==> src/sha1s_pkg.sv <==
// Shared types and constants for the SHA-1 streaming hash.
// No dependencies; imported by every module of the block.
`default_nettype none

package sha1s_pkg;

    // Digest and block geometry
    localparam int DIGEST_WORDS = 5;
    localparam int BLOCK_WORDS  = 16;
    localparam int IDX_W        = $clog2(DIGEST_WORDS);
    localparam int FILL_W       = 7;

    localparam logic [FILL_W-1:0] BLOCK_BYTES = 7'd64;
    localparam logic [FILL_W-1:0] PAD_LIMIT   = 7'd56;
    localparam logic [7:0]        PAD_BYTE    = 8'h80;

    // Item queue between front and back; depth is a power of two
    localparam int QDEPTH = 4;
    localparam int QPTR_W = $clog2(QDEPTH);
    localparam int QCNT_W = $clog2(QDEPTH + 1);

    typedef logic [31:0] t_word;
    typedef t_word [DIGEST_WORDS-1:0] t_chain;
    typedef t_word [BLOCK_WORDS-1:0]  t_block;

    localparam t_chain INIT_CHAIN = {
        32'hC3D2E1F0, 32'h10325476, 32'h98BADCFE, 32'hEFCDAB89, 32'h67452301
    };

    localparam t_word ROUND_K [4] = '{
        32'h5A827999, 32'h6ED9EBA1, 32'h8F1BBCDC, 32'hCA62C1D6
    };

    // One queued input word
    typedef struct packed {
        logic [7:0] data_byte;
        logic       has_byte;
        logic       end_of_message;
    } t_item;

    // Commands from the sequencer to the round unit
    typedef struct packed {
        logic start;      // load block and chain, run 80 rounds
        logic chain_rst;  // return chain to initial constants
    } t_eng_cmd;

    typedef struct packed {
        logic busy;
    } t_eng_stat;

endpackage

`default_nettype wire

==> src/sha1s_front.sv <==
// Input side: takes words, drops empty ones and queues the rest.
// Depends on sha1s_pkg.
`default_nettype none

module sha1s_front (
    input  wire logic             i_clk,
    input  wire logic             i_rst_n,
    input  wire logic             i_in_valid,
    output logic                  o_in_stall,
    input  wire logic [7:0]       i_data_byte,
    input  wire logic             i_has_byte,
    input  wire logic             i_end_of_message,
    output logic                  o_q_valid,
    output sha1s_pkg::t_item      o_q_item,
    input  wire logic             i_q_pop
);
    import sha1s_pkg::*;

    t_item               r_mem [QDEPTH];
    logic [QPTR_W-1:0]   r_wr, r_rd;
    logic [QCNT_W-1:0]   r_count, n_count;
    logic                push, pop;

    assign o_in_stall = (r_count == QCNT_W'(QDEPTH));
    assign o_q_valid  = (r_count != '0);
    assign o_q_item   = r_mem[r_rd];

    // a word with neither byte nor end marker changes nothing
    assign push = i_in_valid && !o_in_stall && (i_has_byte || i_end_of_message);
    assign pop  = i_q_pop && o_q_valid;

    always_comb begin
        n_count = r_count;
        if (push && !pop) begin
            n_count = r_count + QCNT_W'(1);
        end else if (!push && pop) begin
            n_count = r_count - QCNT_W'(1);
        end
    end

    // queue pointers
    always_ff @(posedge i_clk) begin
        if (!i_rst_n) begin
            r_wr    <= '0;
            r_rd    <= '0;
            r_count <= '0;
        end else begin
            r_count <= n_count;
            if (push) begin
                r_wr <= r_wr + QPTR_W'(1);
            end
            if (pop) begin
                r_rd <= r_rd + QPTR_W'(1);
            end
        end
    end

    // queue storage
    always_ff @(posedge i_clk) begin
        if (push) begin
            r_mem[r_wr] <= '{data_byte:      i_data_byte,
                             has_byte:       i_has_byte,
                             end_of_message: i_end_of_message};
        end
    end

endmodule

`default_nettype wire

==> src/sha1s_round.sv <==
// SHA-1 round unit: one round per cycle, schedule in a 16-word shift line,
// chaining words held here. Depends on sha1s_pkg.
`default_nettype none

module sha1s_round (
    input  wire logic                 i_clk,
    input  wire logic                 i_rst_n,
    input  wire sha1s_pkg::t_eng_cmd  i_cmd,
    output sha1s_pkg::t_eng_stat      o_stat,
    input  wire sha1s_pkg::t_block    i_block,
    output sha1s_pkg::t_chain         o_chain
);
    import sha1s_pkg::*;

    localparam logic [6:0] LAST_ROUND = 7'd79;

    t_chain      r_chain;
    t_block      r_win;
    t_word       r_a, r_b, r_c, r_d, r_e;
    logic [6:0]  r_round;
    logic        r_busy, r_add;

    t_word       w_next, f, k, t_sum;
    logic [1:0]  sel;
    t_word       mix;

    assign o_stat.busy = r_busy;
    assign o_chain     = r_chain;

    // round group and function
    always_comb begin
        if (r_round < 7'd20) begin
            sel = 2'd0;
        end else if (r_round < 7'd40) begin
            sel = 2'd1;
        end else if (r_round < 7'd60) begin
            sel = 2'd2;
        end else begin
            sel = 2'd3;
        end
        case (sel)
            2'd0:    f = (r_b & r_c) | (~r_b & r_d);
            2'd2:    f = (r_b & r_c) | (r_b & r_d) | (r_c & r_d);
            default: f = r_b ^ r_c ^ r_d;
        endcase
        k     = ROUND_K[sel];
        t_sum = {r_a[26:0], r_a[31:27]} + f + r_e + k + r_win[0];
    end

    // next schedule word, W[t+16] from W[t+13], W[t+8], W[t+2], W[t]
    assign mix    = r_win[13] ^ r_win[8] ^ r_win[2] ^ r_win[0];
    assign w_next = {mix[30:0], mix[31]};

    // sequencing
    always_ff @(posedge i_clk) begin
        if (!i_rst_n) begin
            r_busy  <= 1'b0;
            r_add   <= 1'b0;
            r_round <= '0;
            r_chain <= INIT_CHAIN;
        end else if (!r_busy) begin
            if (i_cmd.start) begin
                r_busy  <= 1'b1;
                r_round <= '0;
            end
            if (i_cmd.chain_rst) begin
                r_chain <= INIT_CHAIN;
            end
        end else if (r_add) begin
            r_chain[0] <= r_chain[0] + r_a;
            r_chain[1] <= r_chain[1] + r_b;
            r_chain[2] <= r_chain[2] + r_c;
            r_chain[3] <= r_chain[3] + r_d;
            r_chain[4] <= r_chain[4] + r_e;
            r_add      <= 1'b0;
            r_busy     <= 1'b0;
            r_round    <= '0;
        end else if (r_round == LAST_ROUND) begin
            r_add <= 1'b1;
        end else begin
            r_round <= r_round + 7'd1;
        end
    end

    // working variables and schedule window
    always_ff @(posedge i_clk) begin
        if (!r_busy && i_cmd.start) begin
            r_win <= i_block;
            r_a   <= r_chain[0];
            r_b   <= r_chain[1];
            r_c   <= r_chain[2];
            r_d   <= r_chain[3];
            r_e   <= r_chain[4];
        end else if (r_busy && !r_add) begin
            r_win <= {w_next, r_win[BLOCK_WORDS-1:1]};
            r_e   <= r_d;
            r_d   <= r_c;
            r_c   <= {r_b[1:0], r_b[31:2]};
            r_b   <= r_a;
            r_a   <= t_sum;
        end
    end

endmodule

`default_nettype wire

==> src/sha1s_pack.sv <==
// Back-side sequencer: packs queued bytes into the block buffer, pads,
// starts the round unit and sends out the digest. Depends on sha1s_pkg.
`default_nettype none

module sha1s_pack (
    input  wire logic                   i_clk,
    input  wire logic                   i_rst_n,
    input  wire logic                   i_q_valid,
    input  wire sha1s_pkg::t_item       i_q_item,
    output logic                        o_q_pop,
    output sha1s_pkg::t_eng_cmd         o_eng_cmd,
    input  wire sha1s_pkg::t_eng_stat   i_eng_stat,
    output sha1s_pkg::t_block           o_block,
    input  wire sha1s_pkg::t_chain      i_chain,
    output logic                        o_out_valid,
    input  wire logic                   i_out_stall,
    output logic [31:0]                 o_digest_word,
    output logic [2:0]                  o_word_index,
    output logic                        o_last_word
);
    import sha1s_pkg::*;

    typedef enum logic [5:0] {
        ST_IDLE  = 6'b000001,
        ST_PAD80 = 6'b000010,
        ST_PADZ  = 6'b000100,
        ST_FIN   = 6'b001000,
        ST_WAIT  = 6'b010000,
        ST_OUT   = 6'b100000
    } t_pstate;

    localparam logic [IDX_W-1:0] LAST_IDX = IDX_W'(DIGEST_WORDS - 1);

    t_pstate            r_state, n_state;
    logic [FILL_W-1:0]  r_fill, n_fill;
    logic [63:0]        r_bitlen, n_bitlen;
    logic [IDX_W-1:0]   r_idx, n_idx;
    t_block             r_buf;
    logic               r_out_valid;
    t_word              r_out_word;
    logic [IDX_W-1:0]   r_out_idx;
    logic               r_out_last;

    logic               room, start, slot_free, load_out;
    logic               wr_byte, wr_len;
    logic [7:0]         byte_val;

    assign room      = !r_fill[FILL_W-1];
    assign start     = (r_fill == BLOCK_BYTES) && !i_eng_stat.busy;
    assign slot_free = !r_out_valid || !i_out_stall;
    assign o_block   = r_buf;

    assign o_out_valid   = r_out_valid;
    assign o_digest_word = r_out_word;
    assign o_word_index  = 3'(r_out_idx);
    assign o_last_word   = r_out_last;

    // sequencer
    always_comb begin
        n_state             = r_state;
        n_fill              = r_fill;
        n_bitlen            = r_bitlen;
        n_idx               = r_idx;
        o_q_pop             = 1'b0;
        wr_byte             = 1'b0;
        wr_len              = 1'b0;
        byte_val            = 8'd0;
        load_out            = 1'b0;
        o_eng_cmd.start     = start;
        o_eng_cmd.chain_rst = 1'b0;
        if (start) begin
            n_fill = '0;
        end
        case (r_state)
            ST_IDLE: begin
                if (i_q_valid && room) begin
                    o_q_pop = 1'b1;
                    if (i_q_item.has_byte) begin
                        wr_byte  = 1'b1;
                        byte_val = i_q_item.data_byte;
                        n_bitlen = r_bitlen + 64'd8;
                    end
                    if (i_q_item.end_of_message) begin
                        n_state = ST_PAD80;
                    end
                end
            end
            ST_PAD80: begin
                if (room) begin
                    wr_byte  = 1'b1;
                    byte_val = PAD_BYTE;
                    n_state  = ST_PADZ;
                end
            end
            ST_PADZ: begin
                if (r_fill == PAD_LIMIT) begin
                    wr_len  = 1'b1;
                    n_fill  = BLOCK_BYTES;
                    n_state = ST_FIN;
                end else if (room) begin
                    wr_byte = 1'b1;
                end
            end
            ST_FIN: begin
                if (start) begin
                    n_state = ST_WAIT;
                end
            end
            ST_WAIT: begin
                if (!i_eng_stat.busy) begin
                    n_idx   = '0;
                    n_state = ST_OUT;
                end
            end
            ST_OUT: begin
                if (slot_free) begin
                    load_out = 1'b1;
                    n_idx    = r_idx + IDX_W'(1);
                    if (r_idx == LAST_IDX) begin
                        o_eng_cmd.chain_rst = 1'b1;
                        n_bitlen            = '0;
                        n_state             = ST_IDLE;
                    end
                end
            end
            default: begin
                n_state = ST_IDLE;
            end
        endcase
        if (wr_byte) begin
            n_fill = r_fill + FILL_W'(1);
        end
    end

    // control registers
    always_ff @(posedge i_clk) begin
        if (!i_rst_n) begin
            r_state     <= ST_IDLE;
            r_fill      <= '0;
            r_bitlen    <= '0;
            r_idx       <= '0;
            r_out_valid <= 1'b0;
        end else begin
            r_state  <= n_state;
            r_fill   <= n_fill;
            r_bitlen <= n_bitlen;
            r_idx    <= n_idx;
            if (load_out) begin
                r_out_valid <= 1'b1;
            end else if (!i_out_stall) begin
                r_out_valid <= 1'b0;
            end
        end
    end

    // output word register
    always_ff @(posedge i_clk) begin
        if (load_out) begin
            r_out_word <= i_chain[r_idx];
            r_out_idx  <= r_idx;
            r_out_last <= (r_idx == LAST_IDX);
        end
    end

    // block buffer, big-endian byte lanes
    always_ff @(posedge i_clk) begin
        if (wr_byte) begin
            case (r_fill[1:0])
                2'd0:    r_buf[r_fill[5:2]][31:24] <= byte_val;
                2'd1:    r_buf[r_fill[5:2]][23:16] <= byte_val;
                2'd2:    r_buf[r_fill[5:2]][15:8]  <= byte_val;
                default: r_buf[r_fill[5:2]][7:0]   <= byte_val;
            endcase
        end
        if (wr_len) begin
            r_buf[BLOCK_WORDS-2] <= r_bitlen[63:32];
            r_buf[BLOCK_WORDS-1] <= r_bitlen[31:0];
        end
    end

endmodule

`default_nettype wire

==> src/sha1_streaming_hash.sv <==
// Top level of the SHA-1 streaming hash: input queue, sequencer, round unit.
// Depends on sha1s_pkg, sha1s_front, sha1s_pack and sha1s_round.
//
//   channel | direction | handshake                 | payload
//   input   | in        | i_in_valid / o_in_stall   | i_data_byte, i_has_byte, i_end_of_message
//   output  | out       | o_out_valid / i_out_stall | o_digest_word, o_word_index, o_last_word
//
// A word enters the 4-entry queue; the sequencer packs one byte per cycle while the block
// buffer has room and no message end is being closed. Each 64-byte block runs in the round
// unit as 80 rounds and one chain add; the next block fills meanwhile.
// End of message writes the pad bytes (up to 64) and then the length, closing one or two
// blocks; the digest words then go out one per cycle while the output is not stalled.
// Reset is synchronous; no clearing pass. Input stalls only when the queue is full.
`default_nettype none

module sha1_streaming_hash (
    input  wire logic        i_clk,
    input  wire logic        i_rst_n,
    input  wire logic        i_in_valid,
    output logic             o_in_stall,
    input  wire logic [7:0]  i_data_byte,
    input  wire logic        i_has_byte,
    input  wire logic        i_end_of_message,
    output logic             o_out_valid,
    input  wire logic        i_out_stall,
    output logic [31:0]      o_digest_word,
    output logic [2:0]       o_word_index,
    output logic             o_last_word
);
    import sha1s_pkg::*;

    logic       q_valid, q_pop;
    t_item      q_item;
    t_eng_cmd   eng_cmd;
    t_eng_stat  eng_stat;
    t_block     block;
    t_chain     chain;

    sha1s_front u_front (
        .i_clk            (i_clk),
        .i_rst_n          (i_rst_n),
        .i_in_valid       (i_in_valid),
        .o_in_stall       (o_in_stall),
        .i_data_byte      (i_data_byte),
        .i_has_byte       (i_has_byte),
        .i_end_of_message (i_end_of_message),
        .o_q_valid        (q_valid),
        .o_q_item         (q_item),
        .i_q_pop          (q_pop)
    );

    sha1s_pack u_pack (
        .i_clk         (i_clk),
        .i_rst_n       (i_rst_n),
        .i_q_valid     (q_valid),
        .i_q_item      (q_item),
        .o_q_pop       (q_pop),
        .o_eng_cmd     (eng_cmd),
        .i_eng_stat    (eng_stat),
        .o_block       (block),
        .i_chain       (chain),
        .o_out_valid   (o_out_valid),
        .i_out_stall   (i_out_stall),
        .o_digest_word (o_digest_word),
        .o_word_index  (o_word_index),
        .o_last_word   (o_last_word)
    );

    sha1s_round u_round (
        .i_clk   (i_clk),
        .i_rst_n (i_rst_n),
        .i_cmd   (eng_cmd),
        .o_stat  (eng_stat),
        .i_block (block),
        .o_chain (chain)
    );

    // round unit is never restarted mid-block
    a_start_idle: assert property (@(posedge i_clk) disable iff (!i_rst_n)
        eng_cmd.start |-> !eng_stat.busy)
        else $error("round unit started while busy");

    // chain is only reset between blocks
    a_rst_idle: assert property (@(posedge i_clk) disable iff (!i_rst_n)
        eng_cmd.chain_rst |-> !eng_stat.busy)
        else $error("chain reset while round unit busy");

    // digest words follow each other without gaps
    a_word_seq: assert property (@(posedge i_clk) disable iff (!i_rst_n)
        o_out_valid && !i_out_stall && !o_last_word |=>
            o_out_valid && (o_word_index == $past(o_word_index) + 3'd1))
        else $error("digest word sequence broken");

endmodule

`default_nettype wire

==> config.mk <==
export PLATFORM = sky130hd
export DESIGN_NAME = sha1_streaming_hash
export DESIGN_NICKNAME = d
export VERILOG_FILES = /design/src/sha1s_pkg.sv /design/src/sha1s_front.sv /design/src/sha1s_round.sv /design/src/sha1s_pack.sv /design/src/sha1_streaming_hash.sv
export SDC_FILE = /design/constraint.sdc
export NUM_CORES = 2
export LEC_CHECK = 0
export BUFFER_PORTS_ARGS = -buffer_cell sky130_fd_sc_hd__buf_2
export CAP_MARGIN = 10
export CORE_MARGIN = 2
export CORE_UTILIZATION = 60
export CTS_BUF_LIST = sky130_fd_sc_hd__clkbuf_8
export CTS_CLUSTER_DIAMETER = 120
export DETAILED_ROUTE_END_ITERATION = 10
export GPL_TIMING_DRIVEN = 1
export PLACE_DENSITY = 0.76
export SLEW_MARGIN = 25
export SYNTH_ARGS = -nofsm -noshare
export SYNTH_HDL_FRONTEND = slang
export SYNTH_HIERARCHICAL = 1
export SYNTH_SLANG_ARGS = --single-unit
export TNS_END_PERCENT = 100
==> constraint.sdc <==
create_clock -name i_clk -period 62.1 [get_ports i_clk]
set_input_delay 6.21 -clock i_clk [delete_from_list [all_inputs] [get_ports i_clk]]
set_output_delay 6.21 -clock i_clk [all_outputs]
set_load 0.01 [all_outputs]
After elaboration in Yosys (flattened, before gate mapping)
Memory sizes are Yosys's and may differ from the RTL's. A register that Yosys moved wholly into a read port is not among the register bits.
Cells that the tools add are included.
Widths: inputs -> output; s select.
{"block": "word_totals", "mem_count": 1, "ramBits": 40, "register_bits": 1477, "input_bits": 14, "output_inout_bits": 38, "wordCells": 251}
{"block": "classes", "eq_ne": 26, "add_sub_neg": 17, "bitwise_logic": 14, "n_reduce_logical": 35, "mux": 95, "n_lt_le_gt_ge": 7}
{"name": "u_front.r_mem", "words": 4, "word_bits": 10, "rd": 1, "rd_clocked_by_memory_dff": 1, "write_ports": 1, "line": "sha1s_front.sv:19", "rtl": "t_item r_mem [QDEPTH];"}
{"op": "$bwmux 512", "count": 4}
{"op": "$mux 512", "count": 3}
{"op": "$pmux 512 s3", "count": 1}
{"op": "$demux 32 s4", "count": 4}
{"op": "$mux 160", "count": 3}
{"op": "$mux 32", "count": 14}
{"op": "$mux 64", "count": 5}
{"op": "$add 32x32->32", "count": 9}
{"op": "$xor 32x32->32", "count": 5}
{"op": "$and 32x32->32", "count": 4}
{"op": "$pmux 64 s2", "count": 1}
{"op": "$bmux 32 s3", "count": 1}
{"op": "$or 32x32->32", "count": 3}
{"op": "$add 64x4->64 const B", "count": 1}
{"op": "$bmux 32 s2", "count": 1}
{"op": "$pmux 32 s2", "count": 1}
{"op": "$mux 7", "count": 8}
{"op": "$mux 6", "count": 8}
{"op": "$pmux 6 s6", "count": 1}
{"op": "$mux 8", "count": 4}
{"op": "$not 32->32", "count": 1}
{"op": "$mux 24", "count": 1}
{"op": "$mux 1", "count": 23}
{"op": "$mux 16", "count": 1}
{"op": "other kinds (40)", "count": 87}

Depth between registers and ports, before layout
{"block": "depth", "depth_word": 12, "ltp_mapped": 26, "ltp_nobuf": 25}

By module
The synthesis kept the hierarchy.
{"module": "sha1s_round", "cells_each": 5116, "seq_area_each_um2": 23562.6, "instances": 1, "area_per_inst_um2": 47697.0}
{"module": "sha1s_pack", "cells_each": 2965, "seq_area_each_um2": 18017.3, "instances": 1, "area_per_inst_um2": 31471.4}
{"module": "sha1s_front", "cells_each": 99, "seq_area_each_um2": 1381.3, "instances": 1, "area_per_inst_um2": 1918.1}

Least setup slack after synthesis
OpenSTA, ideal clock, no wires.
{"block": "synth_timing", "kind": "flip-flop to flip-flop", "startpoint": "register u_round.r_busy (netlist: u_round/o_stat)", "endpoint": "register u_round.r_busy (netlist: u_round/o_stat)", "period_less_slack_ns": 50.422, "stages_incl_launch_ff": 5, "t_required_ns": 61.877, "slack_ns": 11.678, "arrival_time_ns": 50.199, "path_cell_list": "dfxtp_1 clkbuf_1 inv_2 o21ai_0 and2_1"}
{"block": "synth_via", "elab_chain_len": 4}
{"item": "start: declaration", "line": "sha1s_round.sv:21", "rtl": "logic r_busy, r_add;"}
{"item": "start signal: assignment", "line": "sha1s_round.sv:57", "rtl": "r_busy <= 1'b0;"}
{"item": "start signal: assignment", "line": "sha1s_round.sv:63", "rtl": "r_busy <= 1'b1;"}
{"item": "start signal: assignment", "line": "sha1s_round.sv:76", "rtl": "r_busy <= 1'b0;"}
{"item": "$logic_not 1->1"}
{"item": "$logic_and 1x1->1", "line": "sha1s_pack.sv:49", "rtl": "assign start = (r_fill == BLOCK_BYTES) && !i_eng_stat.busy;"}
{"item": "$mux 1", "line": "sha1s_round.sv:62", "rtl": "if (i_cmd.start) begin"}
{"item": "$mux 1 *", "line": "sha1s_round.sv:61", "rtl": "end else if (!r_busy) begin"}
Mark *: on every way between the ends. The rest lies on a longest branch, timed or not.
A chain may end at the register's enable or synchronous reset.

Worst setup path in the final report
{"block": "layout_timing", "startpoint": "register u_front.r_count[2]", "endpoint": "output o_in_stall"}
{"block": "layout_via", "elab_chain_len": 1}
{"item": "start: declaration", "line": "sha1s_front.sv:21", "rtl": "logic [QCNT_W-1:0] r_count, n_count;"}
{"item": "start signal: assignment", "line": "sha1s_front.sv:48", "rtl": "r_count <= n_count;"}
{"item": "$eq 3x3->1", "line": "sha1s_front.sv:24", "rtl": "assign o_in_stall = (r_count == QCNT_W'(QDEPTH));"}
{"item": "end: declaration", "line": "sha1_streaming_hash.sv:20", "rtl": "output logic o_in_stall,"}
Every way passes these cells.

==> results_dict.tcl <==
set metrics [dict create \
    rsz0062_at_grt "no" \
    timing.final.ws_setup_ns 53.92 \
    crit_path_start_kind "flip-flop" \
    finalPower_mw 3.02 \
    yosysSeqAreaShare_pct 53.0 \
    rr_endpoint "u_round/r_a[31]" \
    critPathKind "reg -> out" \
    num_rows 134 \
    nFillCells 10532 \
    timing.fmax_ghz 0.122 \
    finalSetupTns_ns 0 \
    post_cts_buffers 0 \
    syn_to_final_growth_pct 7.67 \
    synthArstFlopShare_pct 0 \
    place_ws_ns 53.23 \
    antenna_left 0 \
    synth_area_sq_um 81100 \
    h-tree-depth 5 \
    synth_nets 8531 \
    critPathCaptureType "output pin" \
    rr_startpoint "u_round/r_round[3]" \
    fin_area_sq_um 87300 \
    grt_use_total_pct 33.4 \
    cts_resized 0 \
    cts_num_sinks 1516 \
    place_congestion 0.945 \
    dr.pass1.iters 8 \
    critical_path.top_delay_family "flip-flops" \
    p_leak_nw 34.8 \
    pwr_density_cell_nw_per_um2 34.6 \
    crit_path_top_delay_cell "dfxtp_1" \
    synth_edf_count 1260 \
    synth_flop_cell "edfxtp_1" \
    holdPathEnd "u_pack/r_bitlen[63]" \
    totalWireLength_um 233000 \
    final_layout_size_suffix_gt1_share_pct 6.73 \
    dp_hpwl_um 146000 \
    drt_iter0_drc 7836 \
    grt_max_degree 199 \
    worstPathMaxFanout 6 \
    cp.arrival_ns 1.97 \
    rr_worst_depth 27 \
    crit_chain "nor3b_2 > buf_2" \
    synth_top_area_share_pct 46.7 \
    final_cell_count_no_fill 10036 \
    synth_top_cell_by_area "edfxtp_1" \
    overflow 0 \
    yosys_warnings 6 \
    ff2ff_setup_slack_ns 54.55 \
    crit_path_max_incr_delay_ns 0.42 \
    antenna_found_initial 5 \
    setup_viol 0 \
    syn-instance-count 8180 \
    vias_per_cell 6.33 \
    required_ns 55.89 \
    clk_latency_ns 1.00 \
    grt_pass1_vias 61262 \
    cts_max_path_buffers 4 \
    hold_start "u_pack/r_bitlen[63]" \
    cts_tree "done" \
    cts_hold_buf 0 \
    dieArea_sq_um 138000 \
    grt_pass1_wl_um 356000 \
    ys_top_cells_by_area "edfxtp_1, nand2_1, dfxtp_1, o21ai_0, a22o_1" \
    root_buffer "clkbuf_8" \
    clk_pin_slew_ns 0.06 \
    maxCapViolCount 0 \
    postPlaceCellArea_sq_um 82400 \
    numCtsBuffers 275 \
    report.final.slew_viol_count 0 \
    slew_headroom_pct 21.7 \
    outcome "complete, no violations" \
    post_drt_wl_per_cell_um 23.2 \
    fin_skew_ns 0.0559 \
    yosys_register_bits 1516 \
    routed-via-count 63522 \
    port_buffers 51 \
    syn_avg_cell_area_sq_um 9.91 \
    cp_num_buf_inv 1 \
    synth.distinct_cells 94 \
    synthTopCellsByCount "nand2_1, edfxtp_1, o21ai_0, clkbuf_1, a22o_1" \
    hold_path.class "reg -> reg" \
    holdPathStages 2 \
    vdd_drop_max_v 0.0000709 \
    start_util_pct 60.6 \
    fin_crit_sh_pct 13.2 \
    final_net_count 8437 \
    placed_cells 9575 \
    coreArea_sq_um 134000 \
    min_period_ns 8.18 \
    drc 0 \
    synth_most_common_cell "nand2_1" \
    die_y_um 372 \
    io_pins 52 \
    die_w_um 372 \
    worstMarginPinSlew_ns 1.17 \
    hold_viol 0 \
]
## cells by family after synthesis
group	after synthesis	synth area share, %
XOR/XNOR	283	3.06
multiplexers	102	1.91
flip-flops	1516	53.0
adder cells (fa/ha/maj)	337	6.37
AO/OA/AOI/OAI	2002	16.0
buffers and inverters	823	3.87
AND/OR/NAND/NOR	3117	15.8
## power breakdown
group	switching, mW	total, mW	internal [mW]
clock network	0.413	0.862	0.449
logic	0.414	0.658	0.243
registers	0.120	1.50	1.38
total	0.947	3.02	2.07
## how the worst max path moves through the flow
stage                        from                    to  slack [ns]  cells after the start
6_report       u_front/r_count[2]            o_in_stall       53.92                      2
5_1_grt        u_front/r_count[2]            o_in_stall       53.87                      2
3_3_place_gp          i_out_stall   u_round/o_chain[92]       53.25                     12
2_1_floorplan      u_round/o_stat        u_round/o_stat       11.68                      4
4_1_cts        u_front/r_count[2]            o_in_stall       53.86                      2
3_5_place_dp          i_out_stall  u_round/o_chain[155]       53.23                     11
## state kept, by name, summed over array words and instances, names as in the netlist, 40 cells and up, named ones only
signal and flops:
u_pack/o_block 512, u_round/r_win 512, u_round/o_chain 160, u_pack/r_bitlen 61, u_front/r_mem 40
## routing by layer
metal	routed length, um	global-route usage (%)	vias up
met5	13	0	-
met1	90800	45.0	30723
met2	108000	53.0	3469
met3	21700	5.12	584
met4	11900	16.8	2
li1	-	-	28744
## final cells by class
cell class | count | area, sq um | share of cell area (%)
sequential | 1516 | 43000 | 49.2
multi-input combinational | 5841 | 35100 | 40.2
clock buffer | 294 | 4050 | 4.63
tap | 1768 | 2210 | 2.53
inverter | 311 | 1170 | 1.35
timing repair buffer | 141 | 1030 | 1.19
clock inverter | 163 | 744 | 0.853
antenna | 2 | 5.00 | 0.00573
## stage by stage
stage / utilization (%) / hold WS (ns)
finish: 65.3 / 0.485
global route: 65.3 / 0.510
CTS: 65.2 / 0.482
detailed placement: 61.6 / 0.472
global placement: 61.6 / 0.458
floorplan: - / 0.432
## worst min-delay path: stages, from the launching register on
cell and delay [ns]:
dfxtp_1 0.32, nand2_1 0.06, mux2i_1 0.06
## cell usage in the layout, fill, tap and decap left out, types with 34 or more instances in the layout
cell,n
nand2_1,2438
edfxtp_1,1260
o21ai_0,776
inv_1,408
a22o_1,350
clkbuf_8,294
dfxtp_1,254
a21oi_1,226
nor2_1,216
ha_1,208
xnor2_1,204
a21o_1,170
fa_1,126
a22oi_1,80
buf_4,79
xor2_1,79
o22ai_1,79
nor2b_1,76
nand3_1,76
mux2i_1,56
buf_2,50
nand4_1,44
clkinv_1,43
mux4_2,42
o21ai_1,41
nor3_1,41
nand2b_1,39
a211oi_1,37
or3_1,34
(Power assumes the default switching activity.)
